File: src/hdl/mm2_pkg.sv
`timescale 1ns / 1ps

package mm2_pkg;

    localparam logic [63:0] MixMul   = 64'hc6a4a7935bd1e995;
    localparam int          MixShift = 47;
    localparam int          DigitW   = 4;
    localparam int          NumDigit = 64 / DigitW;

    typedef logic [63:0]       word_t;
    typedef logic [DigitW-1:0] digit_t;

    function automatic word_t mul_digit(input digit_t d);
        word_t prod;
        prod = MixMul * word_t'(d);
        return prod;
    endfunction

    function automatic word_t xor_shift(input word_t w);
        word_t r;
        r = w ^ (w >> MixShift);
        return r;
    endfunction

endpackage

File: src/hdl/mm2_mul.sv
`timescale 1ns / 1ps

module mm2_mul
(
    input  logic                clk,
    input  logic                rst_n,
    input  logic                start,
    input  mm2_pkg::word_t      opnd,
    output logic                done,
    output mm2_pkg::word_t      result
);

    localparam int CntW = $clog2(mm2_pkg::NumDigit);

    mm2_pkg::word_t opnd_reg, opnd_next;
    mm2_pkg::word_t acc_reg, acc_next;
    logic [CntW-1:0] cnt_reg, cnt_next;
    logic            busy_reg, busy_next;
    logic            done_reg, done_next;

    always_comb
    begin
        opnd_next = opnd_reg;
        acc_next  = acc_reg;
        cnt_next  = cnt_reg;
        busy_next = busy_reg;
        done_next = 1'b0;
        if (start)
        begin
            opnd_next = opnd;
            acc_next  = '0;
            cnt_next  = '0;
            busy_next = 1'b1;
        end
        else if (busy_reg)
        begin
            // fold in the top digit, most significant first
            acc_next  = (acc_reg << mm2_pkg::DigitW)
                        + mm2_pkg::mul_digit(opnd_reg[63 -: mm2_pkg::DigitW]);
            opnd_next = opnd_reg << mm2_pkg::DigitW;
            cnt_next  = cnt_reg + 1'b1;
            if (cnt_reg == CntW'(mm2_pkg::NumDigit - 1))
            begin
                busy_next = 1'b0;
                done_next = 1'b1;
            end
        end
    end

    always_ff @(posedge clk or negedge rst_n)
    begin
        if (!rst_n)
        begin
            cnt_reg  <= '0;
            busy_reg <= 1'b0;
            done_reg <= 1'b0;
        end
        else
        begin
            cnt_reg  <= cnt_next;
            busy_reg <= busy_next;
            done_reg <= done_next;
        end
    end

    always_ff @(posedge clk)
    begin
        opnd_reg <= opnd_next;
        acc_reg  <= acc_next;
    end

    assign done   = done_reg;
    assign result = acc_reg;

endmodule

File: src/hdl/murmur2_64bit_hash.sv
`timescale 1ns / 1ps
// Channel   Direction  Payload
// s_*       in         tdata: data_word, byte_count, message_length; tlast: last_item
// m_*       out        tdata: hash_value
// cfg_*     in         data: hash_seed
//
// One item at a time. Each 64-bit multiplication by the mix constant runs on a shared 4-bit
// digit-serial multiplier; an item needs 1 to 5 of them (first-item seeding, full-word mix
// of three, tail fold of one, final avalanche of one). Reset clears the seed and message state.
// The result waits in an output register; a stalled output holds the block in its
// last step only when the next hash is finished.

module murmur2_64bit_hash
(
    input  logic          clk,
    input  logic          rst_n,
    input  logic          s_tvalid,
    output logic          s_tready,
    input  logic [103:0]  s_tdata,   // data_word[63:0], byte_count[67:64],
                                     // message_length[98:68], zero pad
    input  logic          s_tlast,   // last_item
    output logic          m_tvalid,
    input  logic          m_tready,
    output logic [63:0]   m_tdata,   // hash_value
    input  logic          cfg_valid,
    output logic          cfg_ready,
    input  logic [31:0]   cfg_data   // hash_seed
);

    localparam logic [2:0] StIdle = 3'd0;
    localparam logic [2:0] StLoad = 3'd1;
    localparam logic [2:0] StSeed = 3'd2;
    localparam logic [2:0] StMixA = 3'd3;
    localparam logic [2:0] StMixB = 3'd4;
    localparam logic [2:0] StHMul = 3'd5;
    localparam logic [2:0] StAval = 3'd6;
    localparam logic [2:0] StFin  = 3'd7;

    logic [2:0]     state_reg, state_next;
    logic           in_msg_reg, in_msg_next;
    logic [31:0]    seed_reg, seed_next;
    logic           out_valid_reg, out_valid_next;
    mm2_pkg::word_t out_data_reg, out_data_next;
    mm2_pkg::word_t h_reg, h_next;
    mm2_pkg::word_t t_reg, t_next;
    mm2_pkg::word_t word_reg, word_next;
    logic [3:0]     cnt_reg, cnt_next;
    logic [30:0]    len_reg, len_next;
    logic           last_reg, last_next;

    logic           mul_start;
    mm2_pkg::word_t mul_opnd;
    logic           mul_done;
    mm2_pkg::word_t mul_res;

    logic           dispatch;
    mm2_pkg::word_t h_cur;
    mm2_pkg::word_t mask;
    logic           full_word;
    logic           tail_word;

    mm2_mul u_mul
    (
        .clk    (clk),
        .rst_n  (rst_n),
        .start  (mul_start),
        .opnd   (mul_opnd),
        .done   (mul_done),
        .result (mul_res)
    );

    assign full_word = !last_reg || (cnt_reg == 4'd8);
    assign tail_word = last_reg && (cnt_reg != 4'd0) && (cnt_reg != 4'd8);
    assign mask      = (64'd1 << {cnt_reg[2:0], 3'b000}) - 64'd1;

    always_comb
    begin
        state_next     = state_reg;
        in_msg_next    = in_msg_reg;
        seed_next      = seed_reg;
        out_valid_next = out_valid_reg;
        out_data_next  = out_data_reg;
        h_next         = h_reg;
        t_next         = t_reg;
        word_next      = word_reg;
        cnt_next       = cnt_reg;
        len_next       = len_reg;
        last_next      = last_reg;
        mul_start      = 1'b0;
        mul_opnd       = '0;
        dispatch       = 1'b0;
        h_cur          = h_reg;

        if (cfg_valid)
        begin
            seed_next = cfg_data;
        end
        if (out_valid_reg && m_tready)
        begin
            out_valid_next = 1'b0;
        end

        unique case (state_reg)
            StIdle:
            begin
                if (s_tvalid)
                begin
                    word_next  = s_tdata[63:0];
                    cnt_next   = (s_tdata[67:64] > 4'd8) ? 4'd8 : s_tdata[67:64];
                    len_next   = s_tdata[98:68];
                    last_next  = s_tlast;
                    state_next = StLoad;
                end
            end
            StLoad:
            begin
                if (!in_msg_reg)
                begin
                    mul_start  = 1'b1;
                    mul_opnd   = {33'b0, len_reg};
                    state_next = StSeed;
                end
                else
                begin
                    dispatch = 1'b1;
                end
            end
            StSeed:
            begin
                if (mul_done)
                begin
                    h_cur    = {32'b0, seed_reg} ^ mul_res;
                    dispatch = 1'b1;
                end
            end
            StMixA:
            begin
                if (mul_done)
                begin
                    mul_start  = 1'b1;
                    mul_opnd   = mm2_pkg::xor_shift(mul_res);
                    state_next = StMixB;
                end
            end
            StMixB:
            begin
                if (mul_done)
                begin
                    mul_start  = 1'b1;
                    mul_opnd   = h_reg ^ mul_res;
                    state_next = StHMul;
                end
            end
            StHMul:
            begin
                if (mul_done)
                begin
                    if (last_reg)
                    begin
                        mul_start  = 1'b1;
                        mul_opnd   = mm2_pkg::xor_shift(mul_res);
                        state_next = StAval;
                    end
                    else
                    begin
                        h_next      = mul_res;
                        in_msg_next = 1'b1;
                        state_next  = StIdle;
                    end
                end
            end
            StAval:
            begin
                if (mul_done)
                begin
                    t_next     = mm2_pkg::xor_shift(mul_res);
                    state_next = StFin;
                end
            end
            StFin:
            begin
                if (!out_valid_reg || m_tready)
                begin
                    out_valid_next = 1'b1;
                    out_data_next  = t_reg;
                    h_next         = '0;
                    in_msg_next    = 1'b0;
                    state_next     = StIdle;
                end
            end
            default:
            begin
                state_next = StIdle;
            end
        endcase

        if (dispatch)
        begin
            h_next    = h_cur;
            mul_start = 1'b1;
            priority if (full_word)
            begin
                mul_opnd   = word_reg;
                state_next = StMixA;
            end
            else if (tail_word)
            begin
                mul_opnd   = h_cur ^ (word_reg & mask);
                state_next = StHMul;
            end
            else
            begin
                mul_opnd   = mm2_pkg::xor_shift(h_cur);
                state_next = StAval;
            end
        end
    end

    always_ff @(posedge clk or negedge rst_n)
    begin
        if (!rst_n)
        begin
            state_reg     <= StIdle;
            in_msg_reg    <= 1'b0;
            seed_reg      <= '0;
            out_valid_reg <= 1'b0;
            h_reg         <= '0;
        end
        else
        begin
            state_reg     <= state_next;
            in_msg_reg    <= in_msg_next;
            seed_reg      <= seed_next;
            out_valid_reg <= out_valid_next;
            h_reg         <= h_next;
        end
    end

    always_ff @(posedge clk)
    begin
        out_data_reg <= out_data_next;
        t_reg        <= t_next;
        word_reg     <= word_next;
        cnt_reg      <= cnt_next;
        len_reg      <= len_next;
        last_reg     <= last_next;
    end

    assign s_tready  = (state_reg == StIdle);
    assign m_tvalid  = out_valid_reg;
    assign m_tdata   = out_data_reg;
    assign cfg_ready = 1'b1;

endmodule

File: config.mk
export PLATFORM = sky130hd
export DESIGN_NAME = murmur2_64bit_hash
export DESIGN_NICKNAME = d
export VERILOG_FILES = /design/src/hdl/mm2_pkg.sv /design/src/hdl/mm2_mul.sv /design/src/hdl/murmur2_64bit_hash.sv
export SDC_FILE = /design/constraint.sdc
export NUM_CORES = 1
export LEC_CHECK = 0
export BUFFER_PORTS_ARGS = -buffer_cell sky130_fd_sc_hd__buf_2
export CAP_MARGIN = 20
export CORE_MARGIN = 2
export CORE_UTILIZATION = 40
export DETAILED_ROUTE_END_ITERATION = 6
export HOLD_SLACK_MARGIN = 0.15
export SLEW_MARGIN = 20
export SYNTH_ARGS = -nofsm -noshare
export SYNTH_HDL_FRONTEND = slang
export SYNTH_SLANG_ARGS = --single-unit
File: constraint.sdc
create_clock -name clk -period 5.9 [get_ports clk]
set_clock_uncertainty 0.05 [all_clocks]
set_input_delay 0.885 -clock clk [delete_from_list [all_inputs] [get_ports clk]]
set_output_delay 0.885 -clock clk [all_outputs]
set_load 0.01 [all_outputs]
Yosys cells after proc, flatten, opt, wreduce, memory -nomap -nowiden
Cells that the tools add are included.
{ "totals": {"ff_bits": 463, "output_inout_bits": 67, "word_cells": 122} }
{ "classes": {"n_addsub": 3, "n_mul": 1, "magnitude_cmp": 1, "eq_ne": 21, "shift": 1, "mux": 53, "bitwise_logic": 6, "n_reduce_logical": 20} }
{ "op_table": {"columns": ["cell", "n"], "rows": [
  ["64-bit two-way mux", 15],
  ["64-bit case mux with 4 select lines", 1],
  ["64-bit case mux with 2 select lines", 1],
  ["64-bit by 17-bit bitwise XOR with 64-bit output", 2],
  ["64-bit bitwise XOR", 2],
  ["64-bit adder", 1],
  ["64-bit bitwise AND", 1],
  ["64-bit by 4-bit multiplier with 64-bit output, first input constant", 1],
  ["1-bit by 6-bit left shift with 64-bit output, first input constant", 1],
  ["64-bit by 1-bit subtractor with 64-bit output, second input constant", 1],
  ["32-bit by 64-bit bitwise XOR with 64-bit output", 1],
  ["31-bit two-way mux", 1],
  ["3-bit two-way mux", 10],
  ["3-bit case mux with 7 select lines", 1],
  ["1-bit two-way mux", 18],
  ["3-bit by 2-bit inequality test with 1-bit output, second input constant", 5],
  ["3-bit equality test, second input constant", 4],
  ["3-bit inequality test, second input constant", 3],
  ["4-bit equality test, second input constant", 2],
  ["4-bit two-way mux", 2],
  ["4-bit AND reduction", 2],
  ["8-bit AND reduction", 1],
  ["8-bit nonzero test", 1],
  ["3-bit by 2-bit equality test with 1-bit output, second input constant", 2],
  ["18 further kinds", 27]
]} }

Depth between registers and ports, before layout
Gate-level depths: netlist of the first run.
{ "depth": {"ltp_word": 8, "ltp_mapped": 18} }

Hierarchy
A second synthesis of the first run with hierarchy kept.
{ "hier_totals": {"hier_cells": 2445, "hier_area_um2": 26532.9} }
{ "by_module_without_submodules": {"columns": ["mod", "n_inst", "cells_each", "area_per_inst_um2"], "rows": [
  ["murmur2_64bit_hash", 1, 1361, 16057.9],
  ["mm2_mul", 1, 1084, 10475.0]
]} }

Least setup slack after synthesis of the first run
No wires, ideal clock.
{ "synth_timing": {"path_kind": "reg2reg", "from": "reg u_mul.opnd_reg[61]", "to": "reg u_mul.acc_reg[58], in the netlist u_mul.result[58]", "setup_time_ps": 124, "t_arrival_ps": 4376, "required_time_ps": 5726, "setup_slack_ps": 1350, "path_stages_with_launch": 17, "n_path_buf": 1, "cell_sequence": "edfxtp_1 fa_1 inv_1 fa_1 inv_1 fa_1 ha_1 clkbuf_1 a21oi_1 o21ai_0 a211oi_1 o21ai_0 a311oi_1 o311ai_2 a31oi_1 mux2i_1 nand3_1"} }
{ "synth_between": {"elab_chain_len": 2} }
{ "synth_lines": {"columns": ["element", "line", "text"], "rows": [
  ["from (decl)", "mm2_mul.sv:15", "mm2_pkg::word_t opnd_reg, opnd_next;"],
  ["from (signal assigned)", "mm2_mul.sv:68", "opnd_reg <= opnd_next;"],
  ["64-bit by 4-bit multiplier with 64-bit output", "mm2_pkg.sv:15", "prod = MixMul * word_t'(d);"],
  ["64-bit adder", "mm2_mul.sv:39", "+ mm2_pkg::mul_digit(opnd_reg[63 -: mm2_pkg::DigitW]);"],
  ["to (signal assigned)", "mm2_mul.sv:69", "acc_reg <= acc_next;"],
  ["to (decl)", "mm2_mul.sv:16", "mm2_pkg::word_t acc_reg, acc_next;"]
]} }
Every way passes these cells.
A chain may end at the register's enable or synchronous reset.

Final worst setup path of the first run
{ "layout_timing": {"from": "reg u_mul.opnd_reg[62]", "to": "reg u_mul.acc_reg[44], in the netlist u_mul.result[44]"} }
Same word-level chain as after synthesis.

==> reports/summary.md, run 1 <==
The run gives 0 as the remaining antenna violation count. Setup slack on the critical path of the routed design comes to 0.6188 ns. The worst setup path is of the register to register kind. Counting every sink on the clock net gives 463.

Register bit total from synthesis: 463. The signal on the critical path passes through ha_1 -> inv_1 -> fa_1 -> fa_1 -> inv_1 -> ha_1 -> a21oi_1 -> a21boi_1 -> a21bo_2 -> a211o_1 -> a221oi_4 -> o41ai_4 -> a21bo_1 -> xnor2_1 -> o22ai_1. The tools report the type of destination of the critical path as a register. The tools report the buffer cell driving the clock tree root as clkbuf_16.

The routed layout has 20.39k vias. The arrival time of the worst setup path is 5.71 ns, and the maximum single-stage delay on the critical path is 0.74 ns. The number of global-route vias before repair came out at 20.17k. Power spread over the standard cell area amounts to 561.2 nW/µm². The clock-pin slew reported for the worst setup and hold paths after clock tree synthesis is 0.06 ns. Measured on the finished design, the core utilization comes to 46.57%.

The analysis attributes to cell leakage a power of 0.01245 µW. Gates resized during post-CTS repair numbered 0. Counting every net in the synthesized netlist gives 2,786.

The synthesized area is 25,720 µm², and the count of TritonRoute iterations in the first routing pass is 6. For the aggregate negative setup slack, the log shows 0 ns. The worst slew margin relative to its limit was 28.43%. The pin count of the biggest net entering global routing was 66.

The worst setup path is launched from a register. The design draws 16,540 µW. The tools report the worst setup slack before clock tree synthesis as 0.6947 ns. The wire length of the first global-routing pass was 124,800 µm; the total congestion overflow after global routing was 0. The number of design-rule violations left by the first detailed-router iteration was 1,997; the max-slew violation total from the final report was 0. The area overhead of the layout relative to synthesis was 14.61%; the core footprint was 63,310 µm².

The slowest stage of the critical path belongs to the cell edfxtp_1. The tools report the register area share after synthesis as 49.48%. For this run, design rule violations remaining after detail routing come to 0. The finished cells cover 29,480 µm². The post-detailed-placement half-perimeter wirelength is 59,000 µm.

The initialized floorplan defines 92 standard-cell rows. The flow ran to the end, and the final reports show no timing, DRC or antenna violations. For this design the top-level I/O count stands at 209. The overall routing resource usage is 24.57%, and the clock insertion delay at the later pin of the skew report is 0.63 ns.

After detailed placement, the total cell area comes to 27,520 µm². The net count of the finished layout is 2,917. The tool flagged a number of max-cap violations equal to 0.

In this run, post-CTS hold repair placed 0 buffers. In this run the worst setup path begins at u_mul.opnd_reg[62]. Routability-driven placement finished with a final weighted congestion of 0.9303. TritonCTS built the clock tree. The final-report hold violation count came out at 0. Yosys printed 0 warnings.

Fraction of registers with async set or reset after synthesis: 23.11%. Averaged over all synthesized cells, the footprint is 10.30 µm². Required time at the worst-slack endpoint: 6.33 ns. Dividing the detail-routed via count by the number of cells gives 5.793. The count of buffer and inverter cells on the critical path came out at 2. IR analysis of the VDD net gives a maximum drop of 268.3 µV. For the die area, the log shows 66,350 µm².

The worst path uses 89.51% of the clock period. The number of port buffers was 202; the initial antenna violation count was 1. Once the clock tree was built, the setup fixing pass inserted 0 buffers.

From left edge to right edge, the die measures 257.6 µm. In the synthesized netlist, the number of instances is 2,498. In this run, synthesis inferred 292 flip-flops with an integrated enable.

Setup violations remaining at the end of the flow were counted as 0. For this run, the top clock speed supported by timing is 189.4 MHz. Broken down by cell family, the worst path's largest delay share belongs to compound AO/OA/AOI/OAI gates. For the pin with the worst max-slew slack, the measured transition is 1.073 ns. Across all register-to-register paths, the minimum setup slack is 0.62 ns. The number of antenna diodes in the final layout is 0. The number of different library cells used by synthesis comes to 72.

Counting along the longest clock path gives a buffer depth of 3. In this run the worst path has a maximum fanout of 10. The effective utilization at floorplan is 40.63%. Setup repair after global routing left no endpoint under its margin. The clock tree synthesis step divided the H-tree into 2 levels.

The vertical die dimension is 257.6 µm, and the final critical path time including I/O delays and setup is 5.281 ns. The most used flip-flop cell after synthesis is edfxtp_1. The startpoint identified for the worst register-to-register timing path is u_mul.opnd_reg[62]. Measured in cells, the most critical reg-to-reg path has a length of 15. For the number of buffers added by the clock tree synthesis step, the log shows 53.

The share of cells above drive strength 1 was 15.41%; the post-detailed-route wirelength per cell was 23.62 µm. The wire length after detailed routing is 83,140 µm. The class of the most critical hold timing path was input port to async pin. The critical path runs through a total of 15 cells.
==> layout make-up <==
| type | count | area (µm²) |
|---|---|---|
| Multi-Input combinational cell | 1712 | 11800 |
| Clock buffer | 56 | 1348 |
| Clock inverter | 43 | 595.6 |
| Timing Repair Buffer | 244 | 1366 |
| Tap cell | 846 | 1059 |
| Inverter | 155 | 583.1 |
| Fill cell | 5966 | 33830 |
| Sequential cell | 463 | 12730 |
==> per-layer routing <==
layer  routed length, µm  track usage, %  up-vias
met5                   0               0        -
met4                3274           9.682        0
met1               35880           33.94     9989
li1                    -               -     9312
met2               37420           38.16      915
met3                6561           4.780      169
==> synthesized netlist by cell type, drive strengths merged, types with 50 or more instances <==
cell | number | area, µm²
a21oi | 172 | 868.3
a221oi | 50 | 455.4
clkbuf | 136 | 510.5
dfrtp | 107 | 2678
dfxtp | 64 | 1281
edfxtp | 292 | 8768
fa | 52 | 1041
ha | 94 | 1176
inv | 155 | 581.8
mux2i | 72 | 720.7
nand2 | 262 | 983.4
nor2 | 196 | 735.7
o21ai | 234 | 1171
xnor2 | 67 | 586.8
xor2 | 64 | 560.5
==> kinds of logic after synthesis <==
kind of cell,count (synthesis),share of synthesized area (%)
other cells,1,0.01458
fa+ha+maj,146,8.620
simple gates,617,10.33
compound gates,708,17.85
buf+inv,323,4.825
mux,109,4.422
xor+xnor,131,4.461
flops,463,49.48
==> stage by stage <==
stage | hold slack, ns | std cells
2_1_floorplan | 0.3503 | 2498
3_5_place_dp | 0.3545 | 3419
6_report | 0.2811 | 3519
4_1_cts | 0.2761 | 3518
3_3_place_gp | 0.3544 | 3419
5_1_grt | 0.2978 | 3519
==> worst reg2reg max path: cells and delay by family (launching register included) <==
| kind | cells | cell delay [ns] |
|---|---|---|
| xor+xnor | 1 | 0.30 |
| flops | 1 | 0.74 |
| fa+ha+maj | 4 | 1.81 |
| compound gates | 8 | 2.08 |
| buf+inv | 2 | 0.18 |
==> where the power goes <==
group	total, µW	internal (µW)	switching, µW
clock	3660	2200	1450
combinational	7400	2750	4650
sequential	5490	4420	1070
total	16500	9370	7170
==> layout by cell type (no fill, tap or decap), drive strengths merged, types with 52 or more instances in the layout <==
master    n
xor2     64
a21oi   172
nor2    196
ha       94
buf     244
nand2   262
dfxtp    64
mux2i    72
inv     158
fa       52
dfrtp   107
edfxtp  292
o21ai   234
xnor2    67
clkbuf   56
==> worst paths after layout <==
| path | end |
|---|---|
| worst max-delay path | u_mul.result[44] |
| worst max register to register | u_mul.result[44] |
| min in group clk | m_tdata[33] |
| max in group asynchronous | u_mul.busy_reg |
| worst min register to register | m_tdata[33] |
| worst min-delay path | seed_reg[3] |
No activity file was read; power rests on OpenSTA's default activity.
==> run 2: changes to the inputs <==
--- a/config.mk
+++ b/config.mk
@@ -8,9 +8,11 @@
 export BUFFER_PORTS_ARGS = -buffer_cell sky130_fd_sc_hd__buf_2
 export CAP_MARGIN = 20
 export CORE_MARGIN = 2
-export CORE_UTILIZATION = 40
+export CORE_UTILIZATION = 61
 export DETAILED_ROUTE_END_ITERATION = 6
+export GPL_ROUTABILITY_DRIVEN = 0
 export HOLD_SLACK_MARGIN = 0.15
+export PLACE_DENSITY = 0.81
 export SLEW_MARGIN = 20
 export SYNTH_ARGS = -nofsm -noshare
 export SYNTH_HDL_FRONTEND = slang
==> run 2 against run 1 <==
Effect of this change: the flow now finishes with violations (design-rule violations); die area down 34%; clock power down 17%; first-iteration DRC count up 46%; sequential power about the same; hold slack better by 0.039 ns; critical path depth up 1; critical path type unchanged; critical endpoint is now u_mul.result[61].
==> reports/summary.md, run 2 (synthesized netlist as in run 1, its figures left out) <==
The run finished, with violations left. Number of remaining DRC errors: 3. The tools report the maximum buffer depth of the clock tree as 3. The core region is 41,760 µm².

The worst slew margin relative to its limit is 31.68%. The die covers 43,830 µm². The wire length of the first global-routing pass is 115,600 µm, and the site row count is 75. In the finished design, the share of the clock period the worst path needs comes to 90.80%. The final layout contains routed wiring with a total length of 75,700 µm.

After detailed routing, the number of vias per cell comes to 6.616. The timing-limited maximum frequency is 186.7 MHz. Data arrives at the worst endpoint at 5.79 ns. Summed over all failing endpoints, the final setup total negative slack is 0 ns. The overall routing resource usage was 34.36%; the number of design-rule violations left by the first detailed-router iteration was 2,915.

In this run the horizontal extent of the chip is 209.3 µm. Once detail routing completed, the nets flagged for antenna violations numbered 0. The hold-fix buffer count after cts came out at 0. Setup violations remaining at the end of the flow were counted as 0. Start-to-end type of the worst setup path: register to register. For the layout filler cell count, the log shows 2,998.

The checks that failed: design-rule violations. Effective utilization at floorplan: 61.60%. The count of TritonRoute iterations in the first routing pass is 7. The top cell types in the final layout, fill and taps aside, are 292 x edfxtp_1, 261 x nand2_1, 214 x o21ai_0. The wire-length estimate of the detail-placed layout is 52,040 µm.

The maximum fanout along the worst path is 8, and the total number of clock tree sinks is 463. The run gives 2,901 as the number of nets in the layout. After clock tree synthesis, the clock-pin slew on the worst setup and hold paths is 0.06 ns. Setup repair after global routing left no endpoint under its margin.

The number of port buffers was 202; the area overhead of the layout relative to synthesis was 11.21%. The worst setup slack before clock tree synthesis came out at 0.6216 ns. The tools report the final-report hold violation count as 0. In this run the worst setup path begins at u_mul.opnd_reg[61].

The max-slew violation total from the final report is 0. The run gives 1 as the initial antenna violation count. Worst-case vdd ir drop: 369.4 µV. The path class of the tightest hold or removal check is input port to async pin. Dividing the detail-routed wire length by the instance count gives 23.71 µm. The type of destination of the critical path was a register. For the number of global-route vias before repair, the log shows 20.57k. The tools report the clock insertion delay at the later pin of the skew report as 0.59 ns. The tools report the startpoint type of the worst setup path as a register. The tools report the total via count after detailed routing as 21.13k. The pin slew with the least headroom to its limit came out at 1.022 ns. For this run the aggregate overflow at the end of global routing stands at 0.

The number of maximum-capacitance constraint violations is 0, and the total power divided by cell area is 547.8 nW/µm². The tree is rooted in a clkbuf_16. The number of clock buffers added by TritonCTS is 49. The tools report the required time at the worst-slack endpoint as 6.33 ns.

Once the clock tree was built, the setup fixing pass inserted 0 buffers. The worst flop-to-flop path startpoint was u_mul.opnd_reg[61]. The final critical path time including I/O delays and setup is 5.357 ns. The commonest non-fill, non-tap cell in the layout was edfxtp_1.

The number of top-level pins was 209; the pin count of the biggest net entering global routing was 84. TritonCTS built the clock tree. The vertical die dimension came out at 209.3 µm. The logs give 0 for the number of gates resized after cts and 0.01218 µW for the leakage power.

The share of cells above drive strength 1 is 14.40%, and the depth of the CTS H-tree is 2. Setup slack on the critical path of the routed design comes to 0.5429 ns.
run 2: cell count changes in the layout (fill, tap and decap cells not counted), moves of 4 or more:
cell       change
buf_4         -11
bufinv_16     -10
clkbuf_1      +14
clkbuf_8       +4
clkinv_1       -4
clkinv_2       -4
run 2: final cells by class:
cell class                      instances  area [µm²]  area share [%]
Antenna cell                            1       2.502        0.008748
Timing Repair Buffer                  232        1255           4.387
Clock buffer                           71        1380           4.825
Clock inverter                         20       170.2          0.5949
Tap cell                              539       674.4           2.358
Multi-Input combinational cell       1712       11810           41.29
Inverter                              155       583.1           2.038
Sequential cell                       463       12730           44.50
run 2: layer usage:
layer  GRT usage, %  share of wire, %  up-vias
met3          7.796                12      353
met4          21.97               6.8        0
li1               -                 -     9262
met1          44.04                37     9981
met5              0                 0        -
met2          53.14                44     1529
run 2: through the flow:
step	util (%)	cells	hold slack, ns	total power (µW)	instance area [µm²]
floorplan	-	2498	0.3503	10290	25720
global placement	64.77	3101	0.3524	12130	27050
detailed placement	64.77	3101	0.3545	12410	27050
CTS	68.48	3192	0.3667	15470	28600
global route	68.49	3192	0.3696	16550	28600
finish	68.50	3193	0.3198	15670	28600
run 2: worst max-delay path, cell delays in order, from the launching register on:
cell      delay (ns)
edfxtp_1        0.58
fa_1            0.64
inv_1           0.07
fa_1            0.58
inv_1           0.11
fa_1            0.45
ha_1            0.45
nand4_1         0.21
nor3_1          0.21
a31oi_1         0.13
nand3_1         0.23
nand4_1         0.27
a21boi_2        0.38
o21ai_1         0.17
a211o_1         0.31
a21o_1          0.16
a32o_1          0.25
run 2: report_power, final:
group | switching (µW) | internal (µW) | total, µW
registers | 1070 | 4420 | 5490
logic | 4440 | 2720 | 7160
clock network | 1300 | 1720 | 3020
total | 6820 | 8850 | 15700
run 2: final timing paths:
path,to,slack (ns),cells past startpoint
max in group asynchronous,u_mul.done,4.40,2
worst max-delay path,u_mul.result[61],0.54,16
worst min register to register,m_tdata[37],0.36,0
worst max register to register,u_mul.result[61],0.54,16
min in group clk,m_tdata[37],0.36,0
worst min-delay path,h_reg[29],0.32,1
